==> src/design/extended_euclid_gcd_macros.svh <==
// Assertion macros used by the extended Euclid gcd design.
`ifndef EXTENDED_EUCLID_GCD_MACROS_SVH
`define EXTENDED_EUCLID_GCD_MACROS_SVH

// Same-cycle implication, checked outside reset.
`define EEG_ASSERT_NOW(label, clk, rst, ante, cons, msg) \
  label: assert property (@(posedge clk) disable iff (rst) (ante) |-> (cons)) \
    else $error(msg);

// Next-cycle implication, checked outside reset.
`define EEG_ASSERT_NEXT(label, clk, rst, ante, cons, msg) \
  label: assert property (@(posedge clk) disable iff (rst) (ante) |=> (cons)) \
    else $error(msg);

`endif

==> src/design/eeg_pkg.sv <==
// Shared types and constants for the extended Euclid gcd design.
package eeg_pkg;

  localparam int COEF_WIDTH         = 32;
  localparam int DEF_OPERAND_WIDTH  = 31;

  typedef enum logic [2:0] {
    ST_IDLE,
    ST_START,
    ST_DIV,
    ST_UPDATE,
    ST_DONE
  } state_t;

  typedef struct packed {
    logic start;
  } div_ctl_t;

  typedef struct packed {
    logic busy;
    logic done;
  } div_sts_t;

endpackage

==> src/design/eeg_divider.sv <==
// Radix-2 restoring divider that also accumulates quotient times two coefficients.
module eeg_divider #(
  parameter int WIDTH = eeg_pkg::DEF_OPERAND_WIDTH
) (
  input  logic                           clk,
  input  logic                           rst,
  input  eeg_pkg::div_ctl_t              ctl,
  input  logic [WIDTH-1:0]               dividend,
  input  logic [WIDTH-1:0]               divisor,
  input  logic [eeg_pkg::COEF_WIDTH-1:0] x_mult,
  input  logic [eeg_pkg::COEF_WIDTH-1:0] w_mult,
  output logic [WIDTH-1:0]               remainder,
  output logic [eeg_pkg::COEF_WIDTH-1:0] x_prod,
  output logic [eeg_pkg::COEF_WIDTH-1:0] w_prod,
  output eeg_pkg::div_sts_t              sts
);

  localparam int CW = $clog2(WIDTH + 1);

  logic                           busy;
  logic                           done;
  logic [CW-1:0]                  cnt;
  logic [WIDTH-1:0]               rem;
  logic [WIDTH-1:0]               dvd;
  logic [WIDTH-1:0]               dsr;
  logic [eeg_pkg::COEF_WIDTH-1:0] xm;
  logic [eeg_pkg::COEF_WIDTH-1:0] wm;
  logic [eeg_pkg::COEF_WIDTH-1:0] px;
  logic [eeg_pkg::COEF_WIDTH-1:0] pw;

  logic [WIDTH:0]                 shifted;
  logic [WIDTH:0]                 trial;
  logic                           qbit;

  assign shifted = {rem, dvd[WIDTH-1]};
  assign trial   = shifted - {1'b0, dsr};
  assign qbit    = ~trial[WIDTH];

  always_ff @(posedge clk) begin
    if (rst) begin
      busy <= 1'b0;
      done <= 1'b0;
      cnt  <= '0;
    end else if (ctl.start) begin
      busy <= 1'b1;
      done <= 1'b0;
      cnt  <= CW'(WIDTH);
    end else if (busy) begin
      cnt <= cnt - CW'(1);
      if (cnt == CW'(1)) begin
        busy <= 1'b0;
        done <= 1'b1;
      end
    end else begin
      done <= 1'b0;
    end
  end

  always_ff @(posedge clk) begin
    if (ctl.start) begin
      rem <= '0;
      dvd <= dividend;
      dsr <= divisor;
      xm  <= x_mult;
      wm  <= w_mult;
      px  <= '0;
      pw  <= '0;
    end else if (busy) begin
      rem <= qbit ? trial[WIDTH-1:0] : shifted[WIDTH-1:0];
      dvd <= dvd << 1;
      px  <= (px << 1) + (qbit ? xm : '0);
      pw  <= (pw << 1) + (qbit ? wm : '0);
    end
  end

  assign remainder = rem;
  assign x_prod    = px;
  assign w_prod    = pw;
  assign sts.busy  = busy;
  assign sts.done  = done;

endmodule

==> src/design/extended_euclid_gcd.sv <==
// Top level of the extended Euclid gcd block with its sequencer.
// The input channel carries a word of two operands, a_value and b_value,
// under in_valid and in_stall. The output channel carries a word of the gcd
// and the two Bezout coefficients under out_valid and out_stall; coef_a and
// coef_b are two's complement and wrap modulo 2^32 for wide operands.
// One word is processed at a time: in_stall is high from acceptance until
// the result has been moved into the output register.
// Each Euclid iteration runs one shared radix-2 divider, which also forms
// the quotient times both coefficients, between the start and update
// states of the sequencer. For 31-bit operands the loop runs at most about
// 46 iterations. A zero b_value skips the loop and goes straight to the
// done state. From the done state the result moves into the output
// register and the sequencer returns to idle to accept the next word.
// When the receiver stalls, the result waits in the output register and
// the block holds the next result, not accepting a new word, until the
// output register is free. A synchronous reset returns to idle and drops
// any word in flight or waiting at the output.
`include "extended_euclid_gcd_macros.svh"

module extended_euclid_gcd #(
  parameter int OPERAND_WIDTH = eeg_pkg::DEF_OPERAND_WIDTH
) (
  input  logic                                  clk,
  input  logic                                  rst,
  input  logic                                  in_valid,
  output logic                                  in_stall,
  input  logic [OPERAND_WIDTH-1:0]              a_value,
  input  logic [OPERAND_WIDTH-1:0]              b_value,
  output logic                                  out_valid,
  input  logic                                  out_stall,
  output logic [OPERAND_WIDTH-1:0]              gcd_value,
  output logic signed [eeg_pkg::COEF_WIDTH-1:0] coef_a,
  output logic signed [eeg_pkg::COEF_WIDTH-1:0] coef_b
);

  eeg_pkg::state_t                state;
  eeg_pkg::state_t                state_next;
  eeg_pkg::div_ctl_t              div_ctl;
  eeg_pkg::div_sts_t              div_sts;

  logic [OPERAND_WIDTH-1:0]       g;
  logic [OPERAND_WIDTH-1:0]       y;
  logic [eeg_pkg::COEF_WIDTH-1:0] u;
  logic [eeg_pkg::COEF_WIDTH-1:0] x;
  logic [eeg_pkg::COEF_WIDTH-1:0] v;
  logic [eeg_pkg::COEF_WIDTH-1:0] w;

  logic [OPERAND_WIDTH-1:0]       div_rem;
  logic [eeg_pkg::COEF_WIDTH-1:0] x_prod;
  logic [eeg_pkg::COEF_WIDTH-1:0] w_prod;

  logic                           in_take;
  logic                           load_out;

  eeg_divider #(
    .WIDTH(OPERAND_WIDTH)
  ) u_divider (
    .clk      (clk),
    .rst      (rst),
    .ctl      (div_ctl),
    .dividend (g),
    .divisor  (y),
    .x_mult   (x),
    .w_mult   (w),
    .remainder(div_rem),
    .x_prod   (x_prod),
    .w_prod   (w_prod),
    .sts      (div_sts)
  );

  always_comb begin
    state_next = state;
    case (state)
      eeg_pkg::ST_IDLE: begin
        if (in_valid) begin
          state_next = (b_value == '0) ? eeg_pkg::ST_DONE : eeg_pkg::ST_START;
        end
      end
      eeg_pkg::ST_START: begin
        state_next = eeg_pkg::ST_DIV;
      end
      eeg_pkg::ST_DIV: begin
        if (div_sts.done) begin
          state_next = eeg_pkg::ST_UPDATE;
        end
      end
      eeg_pkg::ST_UPDATE: begin
        state_next = (div_rem == '0) ? eeg_pkg::ST_DONE : eeg_pkg::ST_START;
      end
      eeg_pkg::ST_DONE: begin
        if (!out_valid || !out_stall) begin
          state_next = eeg_pkg::ST_IDLE;
        end
      end
      default: begin
        state_next = eeg_pkg::ST_IDLE;
      end
    endcase
  end

  always_comb begin
    in_stall      = 1'b1;
    div_ctl.start = 1'b0;
    load_out      = 1'b0;
    case (state)
      eeg_pkg::ST_IDLE: begin
        in_stall = 1'b0;
      end
      eeg_pkg::ST_START: begin
        div_ctl.start = 1'b1;
      end
      eeg_pkg::ST_DONE: begin
        load_out = !out_valid || !out_stall;
      end
      default: begin
        in_stall = 1'b1;
      end
    endcase
  end

  assign in_take = in_valid && !in_stall;

  always_ff @(posedge clk) begin
    if (rst) begin
      state <= eeg_pkg::ST_IDLE;
    end else begin
      state <= state_next;
    end
  end

  always_ff @(posedge clk) begin
    if (in_take) begin
      g <= a_value;
      y <= b_value;
      u <= eeg_pkg::COEF_WIDTH'(1);
      x <= '0;
      v <= '0;
      w <= eeg_pkg::COEF_WIDTH'(1);
    end else if (state == eeg_pkg::ST_UPDATE) begin
      g <= y;
      y <= div_rem;
      u <= x;
      x <= u - x_prod;
      v <= w;
      w <= v - w_prod;
    end
  end

  always_ff @(posedge clk) begin
    if (rst) begin
      out_valid <= 1'b0;
    end else if (load_out) begin
      out_valid <= 1'b1;
    end else if (!out_stall) begin
      out_valid <= 1'b0;
    end
  end

  always_ff @(posedge clk) begin
    if (load_out) begin
      gcd_value <= g;
      coef_a    <= u;
      coef_b    <= v;
    end
  end

  `EEG_ASSERT_NOW(a_done_in_div, clk, rst, div_sts.done, state == eeg_pkg::ST_DIV, "divider finished outside of the divide state")
  `EEG_ASSERT_NOW(a_start_idle, clk, rst, state == eeg_pkg::ST_START, !div_sts.busy && y != '0, "divider started while busy or with a zero divisor")
  `EEG_ASSERT_NEXT(a_last_step, clk, rst, state == eeg_pkg::ST_UPDATE && div_rem == '0, state == eeg_pkg::ST_DONE, "zero remainder did not end the loop")
  `EEG_ASSERT_NEXT(a_take_busy, clk, rst, in_take, state != eeg_pkg::ST_IDLE, "accepted word left the sequencer idle")

endmodule

==> config.mk <==
export PLATFORM = sky130hd
export DESIGN_NAME = extended_euclid_gcd
export DESIGN_NICKNAME = d
export VERILOG_FILES = /design/src/design/eeg_pkg.sv /design/src/design/eeg_divider.sv /design/src/design/extended_euclid_gcd.sv
export VERILOG_INCLUDE_DIRS = /design/src /design/src/design
export SDC_FILE = /design/constraint.sdc
export NUM_CORES = 1
export LEC_CHECK = 0
export BUFFER_PORTS_ARGS = -buffer_cell sky130_fd_sc_hd__buf_4
export CAP_MARGIN = 20
export CORE_ASPECT_RATIO = 1.5
export CORE_UTILIZATION = 45
export CTS_CLUSTER_SIZE = 20
export DETAILED_ROUTE_END_ITERATION = 10
export PLACE_DENSITY_LB_ADDON = 0.05
export SETUP_SLACK_MARGIN = 0.3
export SYNTH_ARGS = -nofsm -noshare
export SYNTH_HDL_FRONTEND = slang
export SYNTH_SLANG_ARGS = --single-unit
==> constraint.sdc <==
create_clock -name clk -period 6.2 [get_ports clk]
set_input_delay 0.62 -clock clk [delete_from_list [all_inputs] [get_ports clk]]
set_output_delay 0.62 -clock clk [all_outputs]
set_load 0.02 [all_outputs]
Word-level counts from Yosys, hierarchy flattened. Index checks and enable logic that the tools add are counted.

Register bits: 517. Word-level logic and storage cells: 73.

Add/sub/neg operators: 6. Eq/ne operators: 9. Mux-type cells: 25. Bitwise gates (word level): 1. Reductions and logical operators: 11.

Operators with widths (number): $mux W31 (7); $add A32 B32 Y32 (2); $mux W32 (2); $sub A32 B32 Y32 (2); $logic_not A31 Y1 (2); $sub A32 B31 Y32 (1); $mux W3 (5); $pmux W3 S5 (1); $mux W5 (2); $mux W1 (8); $eq A3 B2 Y1 const B (2); $eq A5 B1 Y1 const B (1); $sub A5 B1 Y5 const B (1); $ne A2 B1 Y1 const B (2); $ne A2 B2 Y1 const B (2); $reduce_bool A2 Y1 (2); $eq A3 B1 Y1 const B (1); $eq A3 B3 Y1 const B (1); $logic_not A3 Y1 (1); $reduce_and A3 Y1 (1); $reduce_or A3 Y1 (1); $logic_not A1 Y1 (2); $logic_and A1 B1 Y1 (1); $logic_or A1 B1 Y1 (1); $not A1 Y1 (1).

Longest topological paths before layout. Gate-level depths: netlist of run 1.

Depth after elaboration: 4. Mapped depth: 25. Gate-level depth less buffers: 22.

By module. A second synthesis of run 1 with hierarchy kept.

Cells, all modules: 2761. Area, all modules: 26611.8 um^2.

Modules (own cells, without submodules): extended_euclid_gcd (instances 1, cells an instance 1443, area an instance 13494.2 um^2, seq. area each 7357.1 um^2); eeg_divider (instances 1, cells an instance 1318, area an instance 13117.6 um^2, seq. area each 5825.6 um^2).

Least setup slack after synthesis of run 1. Ideal clock, no wire load.

Kind: reg2reg. From: register state[1]. To: register coef_a[0] in the netlist's numbering, enable pin. Library setup time: 0.580 ns. Arrival time: 5.332 ns. Required time: 5.620 ns. Slack: 0.288 ns. Cell stages (with the launch flop): 5. Clock period less this slack: 5.912 ns. Path through: dfxtp_1 clkbuf_1 nor2_1 nand2_1 a21oi_1.

Cells in the longest elaborated chain, start to end: 2.

Ends and longest elaborated chain: start: declaration (RTL line extended_euclid_gcd.sv:36) `eeg_pkg::state_t state;`; start signal: assignment (RTL line extended_euclid_gcd.sv:125) `state <= eeg_pkg::ST_IDLE;`; start signal: assignment (RTL line extended_euclid_gcd.sv:127) `state <= state_next;`; $eq A3 B3 Y1 (RTL line extended_euclid_gcd.sv:105) `case (state)`; $mux W1 (RTL line extended_euclid_gcd.sv:105); via load_out (RTL line extended_euclid_gcd.sv:53) `logic load_out;`; end signal: assignment (RTL line extended_euclid_gcd.sv:162) `coef_a <= u;`; end: declaration (RTL line extended_euclid_gcd.sv:32) `output logic signed [eeg_pkg::COEF_WIDTH-1:0] coef_a,`.

The timed path passes the listed nets, and every way through them passes these cells. A chain may end at the register's enable or synchronous reset.

Worst setup path in the final report of run 1.
From: register u_divider.rem[13] (netlist: u_divider.remainder[13]). To: register u_divider.pw (netlist bit u_divider.w_prod[31]).

Cells in the longest elaborated chain, start to end: 3.

Ends and longest elaborated chain: start: declaration (RTL line eeg_divider.sv:23) `logic [WIDTH-1:0] rem;`; start signal: assignment (RTL line eeg_divider.sv:69) `rem <= qbit ? trial[WIDTH-1:0] : shifted[WIDTH-1:0];`; $sub A32 B31 Y32 (RTL line eeg_divider.sv:36) `assign trial = shifted - {1'b0, dsr};`; $mux W32 (RTL line eeg_divider.sv:72) `pw <= (pw << 1) + (qbit ? wm : '0);`; $add A32 B32 Y32 (RTL line eeg_divider.sv:72); end signal: assignment (RTL line eeg_divider.sv:72); end: declaration (RTL line eeg_divider.sv:29) `logic [eeg_pkg::COEF_WIDTH-1:0] pw;`.

Every way passes these cells.

==> impl_summary.md, run 1 <==
Status
The run finished with clean final reports.

Setup path
STA classifies the critical path endpoint as a register. The data arrival at the endpoint of the critical path is about 6.1 ns. The maximum net fanout on the critical path is 24. The worst setup path is launched from a register. By startpoint and endpoint, the worst setup path is classified as register to register.

The worst path required time is roughly 6.7 ns. The worst-case register-to-register setup slack is 0.66 ns.

Routing
Dividing the detail-routed wire length by the instance count gives 18.3 microns. The remaining antenna violation count is 0. The total routed wirelength is roughly 68 mm. The detailed router finished its first iteration with about 1100 violations. After detailed routing, the number of remaining DRC violations is 0. For this run, the detailed router's first-pass iteration total came to 5.

After detailed routing, the number of vias per cell comes to 5.42. The routed layout has 20000 vias.

Yosys
The unique cell type count in the Yosys netlist is 78. The synthesized netlist cell count is 2764. Dividing the synthesized area by the synthesized cell count gives about 9.5 sq um. The net count after synthesis is approximately 3000. The sequential cell area fraction in the yosys report is 0.502. The dominant register cell in the synthesized netlist is edfxtp_1. Of the total synthesized cell area, the portion taken by full adders, half adders and majority gates is 0.0776. Summing every instance area after synthesis gives 0.0263 sq mm. After synthesis, the share of cell area in mux cells is 0.0194. The async set or reset register ratio after synthesis is 0. The number of warnings printed during yosys synthesis is 0.

Of the total synthesized cell area, the portion taken by XOR and XNOR cells is 0.0415. Of the total synthesized cell area, the portion taken by AND, OR, NAND and NOR gates is 0.173. The synthesized design contains roughly 520 register bits. By area, the combinational part of the netlist is dominated by simple AND/OR/NAND/NOR gates.

The number of flops mapped to enable cells by yosys is roughly 280. The synthesized-area fraction occupied by ao, oa, aoi and oai cells is 0.151.

Power
The leakage dissipation is 12.5 nW. The power per unit of standard cell area is 478 mW/mm^2. The worst-case IR drop observed on VDD is 0.256 mV.

Clock network
The cell at the root of the clock tree is clkbuf_16. The post-cts repair resize count is 0. The TritonCTS clock tree is done. TritonCTS created 51 clock buffers. After clock tree synthesis, the setup repair step added 0 buffers. The maximum level of the CTS H-tree is 2. After clock tree synthesis, the clock-pin slew on the worst setup and hold paths is 0.07 ns. The quantity of hold-fixing buffers added after cts is 0. The clock latency of the later-clocked register in the worst-skew pair is 0.60 ns. The tree built by TritonCTS fans out to 517 sinks.

The number of buffers on the longest clock path is 3.

Timing
The final-report setup violation count is 0. Dividing the final minimum period by the clock period gives 0.893. The final total negative setup slack is 0 ns. The slew of the pin with the lowest slew margin is 1.00 ns. The minimum period implied by the final worst setup slack is 5.54 ns. The largest clock skew in the final design is 0.0192 ns. Setup repair after global routing could not meet its margin everywhere.

The max-slew violation count is 0. The max-slew headroom at the worst pin is 0.334. The final hold slack is approximately 0.28 ns. The final hold violation count is 0. Static timing analysis puts the maximum clock frequency at ~180 MHz.

Die
The standard-cell row count is around 110. The total area inside the core boundary comes to 0.0578 sq mm. The initial cell density of the core is 0.454. The die boundary width is 199 microns. The number of top-level pins is 163.

The vertical extent of the die is between 200 and 300 microns. The total die area is around 0.06 sq mm.

Layout
Fill cells in the final layout number about 5400. The area growth from synthesis to layout is 14.5%. The repair_antennas step left the layout with diodes totalling 0. The total area of multi-input combinational cells is 0.0122 sq mm. The number of nets in the final layout is 3112. Across the whole layout, storage elements account for approximately 0.013 sq mm. The fraction of final layout cells sized beyond drive strength 1 is 0.100.

Worst hold path
The tightest min-delay check is of the primary input to register type.

Placed design
The count of port buffers added during placement is between 150 and 200. The wire-length estimate of the detail-placed layout is 47.0 mm. The routability congestion estimate from global placement is 0.903.

Job
The number of maximum-capacitance violations is 0.

Global routing
In the global route stage, overall resource usage came out at 0.229. Entering global routing, the biggest net connects 166 pins. The number of global-route vias before repair is 20000. The first-pass GRT wire length is 107 mm. The number of antenna violations at the first check in global routing came to 0.

The global route total overflow is 0.
==> report_power, final <==
part / internal, mW / total [mW] / switching (mW) / leakage, nW
clock network: 2.06 / 3.43 / 1.37 / 0.899
registers: 4.35 / 4.86 / 0.519 / 4.58
logic: 2.50 / 6.08 / 3.58 / 7.06
==> flip-flops by register name, indices dropped and copies added (netlist names), 3 cells and up <==
name	count
u_divider.dsr	31
w	32
v	32
u_divider.xm	32
u_divider.w_prod	32
gcd_value	31
state	3
y	31
u_divider.wm	32
u_divider.x_prod	32
u	32
coef_b	32
u_divider.cnt	5
u_divider.dvd	31
u_divider.remainder	31
g	31
x	32
coef_a	32
==> routing by layer <==
metal  vias to the layer above  part of all wire  track usage
met1                      9617              0.42        0.274
met2                       346              0.52        0.416
met4                         0             0.033       0.0804
met5                         -                 0            0
met3                       101             0.033       0.0263
li1                       9971                 -            -
==> Yosys cell counts (all sizes together) (14+ instances only) <==
library cell | instances | share of area
a211oi | 25 | 0.0071
inv | 130 | 0.019
buf | 14 | 0.0027
nor3 | 40 | 0.0076
o21ai | 121 | 0.023
nand4 | 17 | 0.0040
nand3 | 36 | 0.0069
nor4 | 23 | 0.0055
dfxtp | 234 | 0.18
nand2b | 23 | 0.0055
edfxtp | 283 | 0.32
xnor2 | 69 | 0.023
o22ai | 14 | 0.0036
o21bai | 14 | 0.0040
nand2 | 593 | 0.085
nor2 | 157 | 0.022
a21oi | 239 | 0.046
nor2b | 23 | 0.0055
mux2i | 51 | 0.019
a21o | 79 | 0.023
o21a | 28 | 0.0080
ha | 155 | 0.074
xor2 | 53 | 0.018
and2 | 67 | 0.016
clkbuf | 101 | 0.014
==> cell families after synthesis <==
group	after synthesis
xor gates and xnor gates	123
DFF	517
muxes	51
AOI/OAI and AO/OA	633
adders and majority gates	160
buffers and inverters	246
and+or+nand+nor	1034
==> placed cells by master (no fill, tap or decap), types with 8 or more instances in the layout <==
| master | n |
|---|---|
| nor3_1 | 39 |
| o211ai_1 | 13 |
| nor2_1 | 157 |
| o22ai_1 | 13 |
| inv_1 | 128 |
| nand3b_1 | 10 |
| clkinv_2 | 8 |
| nor2b_1 | 23 |
| a311oi_1 | 8 |
| a211oi_1 | 25 |
| buf_4 | 183 |
| and3_1 | 10 |
| clkbuf_16 | 53 |
| dfxtp_1 | 233 |
| nand2b_1 | 23 |
| o21ai_0 | 121 |
| o21bai_1 | 14 |
| nand3_1 | 34 |
| a21o_1 | 79 |
| nor4_1 | 23 |
| or3_1 | 9 |
| edfxtp_1 | 283 |
| o21a_1 | 28 |
| and2_1 | 66 |
| bufinv_16 | 10 |
| xnor2_1 | 69 |
| nand2_1 | 591 |
| xor2_1 | 53 |
| ha_1 | 155 |
| a31oi_1 | 12 |
| nand4_1 | 17 |
| a21oi_1 | 236 |
| mux2i_1 | 51 |
==> area by class of cell <==
class	count	share of cell area
clock buffer	67	0.0482
clock inverter	28	0.0131
inverter	131	0.0165
multi-input combinational	2001	0.406
sequential	517	0.438
tap	770	0.0320
timing repair buffer	184	0.0463
==> critical path: stages, from the launching register on <==
cell and delay (ns):
dfxtp_1 0.36, ha_1 0.42, a21o_1 0.22, a21o_1 0.19, a2111oi_2 0.41, or3_1 0.19
a2bb2oi_1 0.23, a21bo_1 0.19, nand3_2 0.14, buf_4 0.26, and2_1 0.18, ha_1 0.22
fa_1 0.45, a211oi_1 0.31, o21ai_0 0.17, a21oi_2 0.24, nor2b_1 0.26, o311a_1 0.27
a211oi_1 0.13, nor2_1 0.14, a211o_1 0.15, xnor3_1 0.21, a21oi_1 0.14
==> path summary, 6_finish.rpt <==
check,startpoint,endpoint,cells after the start
worst min-delay path,a_value[16],g[16],3
worst min register to register,g[5],gcd_value[5],0
worst max-delay path,u_divider.remainder[13],u_divider.w_prod[31],22
worst max register to register,u_divider.remainder[13],u_divider.w_prod[31],22
==> metrics by stage <==
stage / worst slack [ns] / total power [mW] / utilization / cell area (sq um) / std cells
floorplan: 0.932 / 9.49 / - / 26300 / 2764
global placement: 0.751 / 10.9 / 0.488 / 28200 / 3603
detailed placement: 0.603 / 11.0 / 0.488 / 28200 / 3603
CTS: 0.562 / 14.5 / 0.520 / 30100 / 3698
global route: 0.273 / 15.4 / 0.520 / 30100 / 3698
finish: 0.664 / 14.4 / 0.520 / 30100 / 3698
Power figures use the tool's default switching activity.
==> run 2: changes to the inputs <==
--- a/config.mk
+++ b/config.mk
@@ -9,9 +9,10 @@
 export BUFFER_PORTS_ARGS = -buffer_cell sky130_fd_sc_hd__buf_4
 export CAP_MARGIN = 20
 export CORE_ASPECT_RATIO = 1.5
-export CORE_UTILIZATION = 45
+export CORE_UTILIZATION = 50
 export CTS_CLUSTER_SIZE = 20
 export DETAILED_ROUTE_END_ITERATION = 10
+export MAX_ROUTING_LAYER = met4
 export PLACE_DENSITY_LB_ADDON = 0.05
 export SETUP_SLACK_MARGIN = 0.3
 export SYNTH_ARGS = -nofsm -noshare
==> run 2 against run 1 <==
Global-route usage grew 2.0 points. Worst setup slack improved by 0.054 ns. First-iteration DRC count up 6.5%. Core utilization up 5.8 points. Clock-buffer cell count did not move. Sequential power hardly changed. Power fell by 0.75%. Final cell count decreased by 2.4%. Die area decreased by 9.9%. Hold slack better by 0.023 ns. Combinational power grew 2%. Critical path type unchanged. Critical endpoint is now u_divider.x_prod[31]. Highest routed layer unchanged.
==> impl_summary.md, run 2 (synthesis results as in run 1) <==
Clock network
The total CTS buffers is 50. The maximum level of the CTS H-tree is 2. The number of sinks handled by clock tree synthesis is 517. The cell at the root of the clock tree is clkbuf_16. The number of buffers on the longest clock path is 3. The clock latency of the later-clocked register in the worst-skew pair is 0.59 ns. The clock edge transition at the registers on the reported setup and hold paths is about 0.06 ns. TritonCTS built the clock tree.

Setup path
Traced cell by cell, the critical path runs through ha_2, a21o_1, a21o_1, a2111oi_2, or3_1, a2bb2oi_1, a21bo_1, nand3_4, and2_1, ha_1, fa_1, a211oi_1, nor2_1, o21ai_0, buf_4, o311ai_0, o211ai_1, o21a_1, nor3_1, a2111oi_2, xnor2_1, a21oi_1. Together, buffers and inverters on the worst path number 1. The most critical setup path has its startpoint at u_divider.remainder[13]. Data arrives at the worst endpoint at 5.91 ns. The maximum net fanout on the critical path is 10.

The worst setup path is launched from a register. The kind of end point of the critical path is a register. The start of the worst register-to-register path is u_divider.remainder[13].

The worst path required time is 6.63 ns. For this design, the slowest cell found on the critical path is fa_1. By startpoint and endpoint, the worst setup path is classified as register to register. The delay of the slowest cell on the worst path is 0.45 ns.

The largest delay contributor family on the critical path is compound AO/OA/AOI/OAI gates.

Global routing
Entering global routing, the biggest net connects 106 pins. The first-pass GRT wire length is 103 mm. Global routing finished with a remaining overflow of 0.

In the global route stage, overall resource usage came out at 0.249. The number of global-route vias before repair came to ~20000. The number of antenna violations at the first check in global routing is 0.

Timing
The largest clock skew in the final design is 0.0216 ns. The max-slew headroom at the worst pin is 0.268. Summed over all failing endpoints, the final setup total negative slack is 0 ns. Setup repair after global routing left no endpoint under its margin. In the finished design, the share of the clock period the worst path needs comes to 0.884. The final hold violation count is 0. The max-slew violation count is 0.

The upper clock frequency limit is 182 MHz. For the pin with the worst max-slew slack, the measured transition is between 1 and 1.5 ns. The minimum period implied by the final worst setup slack is 5.48 ns. Setup violations remaining at the end of the flow were counted as 0.

Power
In this run the static leakage power is 12.5 nW. The worst-case IR drop observed on VDD is about 0.36 mV. The power per unit of standard cell area is 477 mW/mm^2.

Routing
The initial DRC count is 1126. Summing over every cut layer, the via total after detailed routing is 20200. Once detail routing completed, the nets flagged for antenna violations numbered 0. The routed wirelength normalized by instance count is 18.2 microns.

After detailed routing, the number of remaining DRC violations is 0. The vias per cell is approximately 5.6. For this run, the detailed router's first-pass iteration total came to 5. After detailed routing, the total wire length is 65.6 mm.

Status
The run finished with clean final reports.

Placed design
The HPWL after detailed placement is 44.8 mm. Input and output buffers added on the ports amount to around 160. The post-detailed-placement cell area is around 0.028 sq mm.

The routability congestion estimate from global placement is 0.925. In this run, placement finished with an instance count of 3509.

Worst hold path
The worst hold path begins at a_value[3]. The tightest min-delay check is of the primary input to register type.

Die
The core region is 0.0518 sq mm. The vertical extent of the die is 283 microns. The die is 189 microns wide.

The initial cell density of the core is 0.507. The floorplan step defined a die boundary enclosing between 0.05 and 0.06 sq mm. The standard-cell row count is 102.

The number of top-level pins is 163.

Layout
The filler cells instantiated in the layout total 4640. In the final layout, the share of cells above drive strength 1 is 0.0999. Excluding fillers, the count of instances in the completed layout stands at roughly 3600. The library cell used most frequently in the layout, excluding fill and tap cells, is nand2_1. From synthesis to final layout, the design area changed by 13.9%.

At the end of the flow, the number of nets in the layout was slightly above 3000. The count of antenna diodes in the layout is 0. Summing all flip-flop and latch instances after layout gives 0.0132 sq mm. The total area of multi-input combinational cells is 0.0122 sq mm. Leaving out fill and tap cells, the most frequent cells in the layout are nand2_1, edfxtp_1, a21oi_1.

The final design instance area without fill is between 0.02 and 0.03 sq mm.

Job
The tool flagged a number of max-cap violations equal to 0.
==> run 2: cell types whose count changed in the layout (fill, tap and decap cells not counted), moves of 2 or more <==
cell / change
bufinv_16: -2
clkbuf_1: +6
clkinv_2: -3
clkbuf_8: -6
buf_4: +5
clkinv_1: +4
==> run 2: where the power goes <==
group	leakage (nW)	switching, mW	internal, mW
Sequential	4.58	0.499	4.35
Combinational	7.09	3.64	2.55
Clock	0.829	1.32	1.90
==> run 2: repair_timing <==
item                                    4_1_cts  5_1_grt
hold buffers                                  0        0
buffers inserted                              0        6
endpoints found under the setup margin        0       13
gates resized for setup                       0        8
==> run 2: worst min-delay path: stages <==
cell,delay [ns]
buf_4,0.08
nand2_1,0.04
nand2_1,0.04
==> run 2: metrics by stage <==
stage	hold WS, ns	worst slack, ns	power, mW	util
final	0.302	0.717	14.3	0.578
after global routing	0.296	0.294	15.2	0.578
after CTS	0.269	0.336	14.3	0.576
after detailed placement	0.434	0.379	11.0	0.543
after global placement	0.428	0.549	10.9	0.543
after floorplan	0.408	0.932	9.49	-
==> run 2: final timing paths <==
check	to	slack, ns	cells past startpoint
worst max-delay path	u_divider.x_prod[31]	0.72	22
worst min-delay path	g[3]	0.30	3
worst max register to register	u_divider.x_prod[31]	0.72	22
worst min register to register	gcd_value[27]	0.45	0
==> run 2: cell type report <==
cell class                      instances  area share
Multi-Input combinational cell       2001       0.409
Inverter                              131      0.0166
Clock buffer                           67      0.0464
Sequential cell                       517       0.441
Clock inverter                         27      0.0112
Timing Repair Buffer                  190      0.0483
Tap cell                              676      0.0283
==> run 2: routing by layer <==
| metal | global-route usage | part of all wire | up-vias |
|---|---|---|---|
| li1 | - | - | 9977 |
| met1 | 0.276 | 0.42 | 9667 |
| met2 | 0.460 | 0.52 | 430 |
| met3 | 0.0254 | 0.033 | 136 |
| met4 | 0.0920 | 0.036 | 0 |
| met5 | - | 0 | - |
==> run 3: changes to the inputs <==
--- a/config.mk
+++ b/config.mk
@@ -13,7 +13,7 @@
 export CTS_CLUSTER_SIZE = 20
 export DETAILED_ROUTE_END_ITERATION = 10
 export MAX_ROUTING_LAYER = met4
-export PLACE_DENSITY_LB_ADDON = 0.05
+export PLACE_DENSITY = 0.72
 export SETUP_SLACK_MARGIN = 0.3
 export SYNTH_ARGS = -nofsm -noshare
 export SYNTH_HDL_FRONTEND = slang
==> run 3 against run 2 <==
Sequential power hardly changed. Register-to-register slack worse by 0.099 ns. Final cell count is 0.11% lower. Critical endpoint unchanged. Highest routed layer unchanged. Hold slack better by 0.0016 ns. Critical path depth stayed put. Clock-buffer cell count is 8 lower. Largest power group unchanged. Via count is 0.52% higher. Sequential share of layout area is 0.16 points higher. Core utilization is 0.21 points lower.
==> impl_summary.md, run 3 (synthesis results as in run 1) <==
Status
The run finished with clean final reports.

Timing
The largest clock skew in the final design is 0.0154 ns. Dividing the final minimum period by the clock period gives 0.900. The final hold violation count is 0.

In this run the tightest slew margin relative to its limit is 0.248. Summed over all failing endpoints, the final setup total negative slack is 0 ns. The slew of the pin with the lowest slew margin is 1.10 ns. For this run, the top clock speed supported by timing is 179 MHz. The minimum period implied by the final worst setup slack is about 5.6 ns. The final hold slack is 0.304 ns. Setup repair after global routing could not meet its margin everywhere. The final-report setup violation count is 0.

The max-slew violation count came to 0.

Clock network
The number of buffers inserted by post-CTS setup repair is 0. The clock edge transition at the registers on the reported setup and hold paths is 0.07 ns. The TritonCTS clock tree is done.

The number of buffers on the longest clock path is 3. The number of sinks handled by clock tree synthesis is 517. The maximum level of the CTS H-tree is 2.

The total CTS buffers is 49. The clock latency of the later-clocked register in the worst-skew pair is 0.58 ns. The cell at the root of the clock tree is clkbuf_16.

Layout
The number of nets in the final layout is 3114. 0 antenna diodes ended up in the layout. The fraction of final layout cells sized beyond drive strength 1 is 0.100. In the layout the commonest cells are nand2_1, edfxtp_1, a21oi_1. The area growth from synthesis to layout is 13.5%. The final core utilization is 0.576.

Leaving out filler cells and counting taps, the final layout contains 3605. The final design instance area without fill is 0.0298 sq mm. The most frequent standard cell in the layout excluding fill and tap cells is nand2_1.

Setup path
The maximum net fanout on the critical path is 8. Traced cell by cell, the critical path runs through ha_1, a21o_1, a21o_1, a2111oi_2, or3_1, a2bb2oi_1, a21bo_1, nand3_2, and2_1, ha_1, fa_1, a211oi_1, nor2_1, o21ai_0, buf_4, o311ai_0, o211ai_1, o21a_1, nor3_1, a2111oi_1, xnor2_1, a21oi_1. The data arrival at the endpoint of the critical path is 6.02 ns.

The setup path with the least slack is of type register to register. On the critical path, the stage with the largest delay is an instance of a2111oi_1. The worst setup path is launched from a register. On the worst path, the slowest cell contributes a delay of 0.52 ns.

The worst path required time is 6.64 ns. The kind of end point of the critical path is a register.

Die
The total die area is 0.0535 sq mm. The area of the core region is 0.0518 sq mm. The standard-cell row count is roughly 100. The initial cell density of the core is 0.507.

The die boundary width is about 190 microns. The vertical extent of the die is 283 microns. During I/O placement, the number of pins put on the boundary was about 160.

Routing
For this block, the via count after detailed routing is between 20000 and 25000. After detailed routing, the number of vias per cell comes to 5.64. The routed wirelength normalized by instance count is ~18 microns.

The final routed DRC violation total is 0. The remaining antenna violation count is 0. The count of TritonRoute iterations in the first routing pass is 6.

The total routed wirelength is 65.8 mm. The initial DRC count is ~1400.

Global routing
The maximum number of pins on one net before global-route repair is 89. After global routing the overflow that remains totals 0. The total track usage is 0.251.

The number of global-route vias before repair is 20400. The first global-routing pass estimated 104 mm of wire. The number of antenna violations at the first check in global routing was 0.

Placed design
At the end of routability-driven placement, the weighted congestion stood at 0.936. In this run the cell area measured after placement is 0.0282 sq mm. The count of port buffers added during placement is 162.

In this run, placement finished with an instance count of 3513. The HPWL after detailed placement is 45.4 mm.

Job
The number of maximum-capacitance violations is 0.

Worst hold path
In this run the worst hold path is classified as primary input to register.

Power
The worst voltage drop across the vdd grid is 0.299 mV. The leakage dissipation is roughly 12 nW. The power per unit of standard cell area is 474 mW/mm^2.
-- run 3: changes by cell type in the layout (fill, tap and decap cells not counted), sizes merged --
| cell | before | now |
|---|---|---|
| buf | 190 | 188 |
| bufinv | 8 | 6 |
| clkbuf | 67 | 59 |
| clkinv | 17 | 23 |
| inv | 130 | 132 |
-- run 3: critical path: cells and delay by family, from the launching register on --
| family | cells | cell delay, ns |
|---|---|---|
| compound gates | 12 | 2.92 |
| fa+ha+maj | 3 | 1.07 |
| simple gates | 5 | 0.74 |
| flops | 1 | 0.35 |
| xor+xnor | 1 | 0.19 |
| buf+inv | 1 | 0.16 |
-- run 3: report_power, final --
group	leakage, nW	switching, mW	internal [mW]	total, mW
registers	4.58	0.506	4.35	4.85
clock network	0.808	1.36	1.77	3.13
logic	7.08	3.63	2.53	6.16
total	12.5	5.50	8.64	14.1
-- run 3: final cells by class --
type / count / area, sq um
Fill cell: 4569 / 22000
Sequential cell: 517 / 13200
Multi-Input combinational cell: 2001 / 12200
Timing Repair Buffer: 188 / 1440
Clock buffer: 59 / 1310
Tap cell: 676 / 846
Inverter: 131 / 497
Clock inverter: 33 / 349
-- run 3: timing repair --
| item | CTS | global route |
|---|---|---|
| gates resized for setup | 0 | 2 |
| hold buffers | 0 | 0 |
| setup endpoints to repair | 0 | 2 |
-- run 3: final timing paths --
kind                            from                   end  slack [ns]  cells after the start
max reg2reg  u_divider.remainder[13]  u_divider.x_prod[31]        0.62                     22
min                      a_value[18]                 g[18]        0.30                      3
min reg2reg                     g[7]          gcd_value[7]        0.45                      0
max          u_divider.remainder[13]  u_divider.x_prod[31]        0.62                     22
-- run 3: stage by stage --
step | setup WS [ns] | power (mW)
floorplan | 0.932 | 9.49
global placement | 0.839 | 10.8
detailed placement | 0.609 | 11.0
CTS | 0.557 | 14.2
global route | 0.271 | 15.1
finish | 0.618 | 14.1
-- run 3: metal layers --
layer,part of all wire,track usage,vias up,routed length (microns)
met5,0,-,-,0
met4,0.036,0.0972,0,2380
met3,0.043,0.0283,135,2830
met2,0.51,0.452,514,33500
met1,0.41,0.285,9699,27100
li1,-,-,9967,-
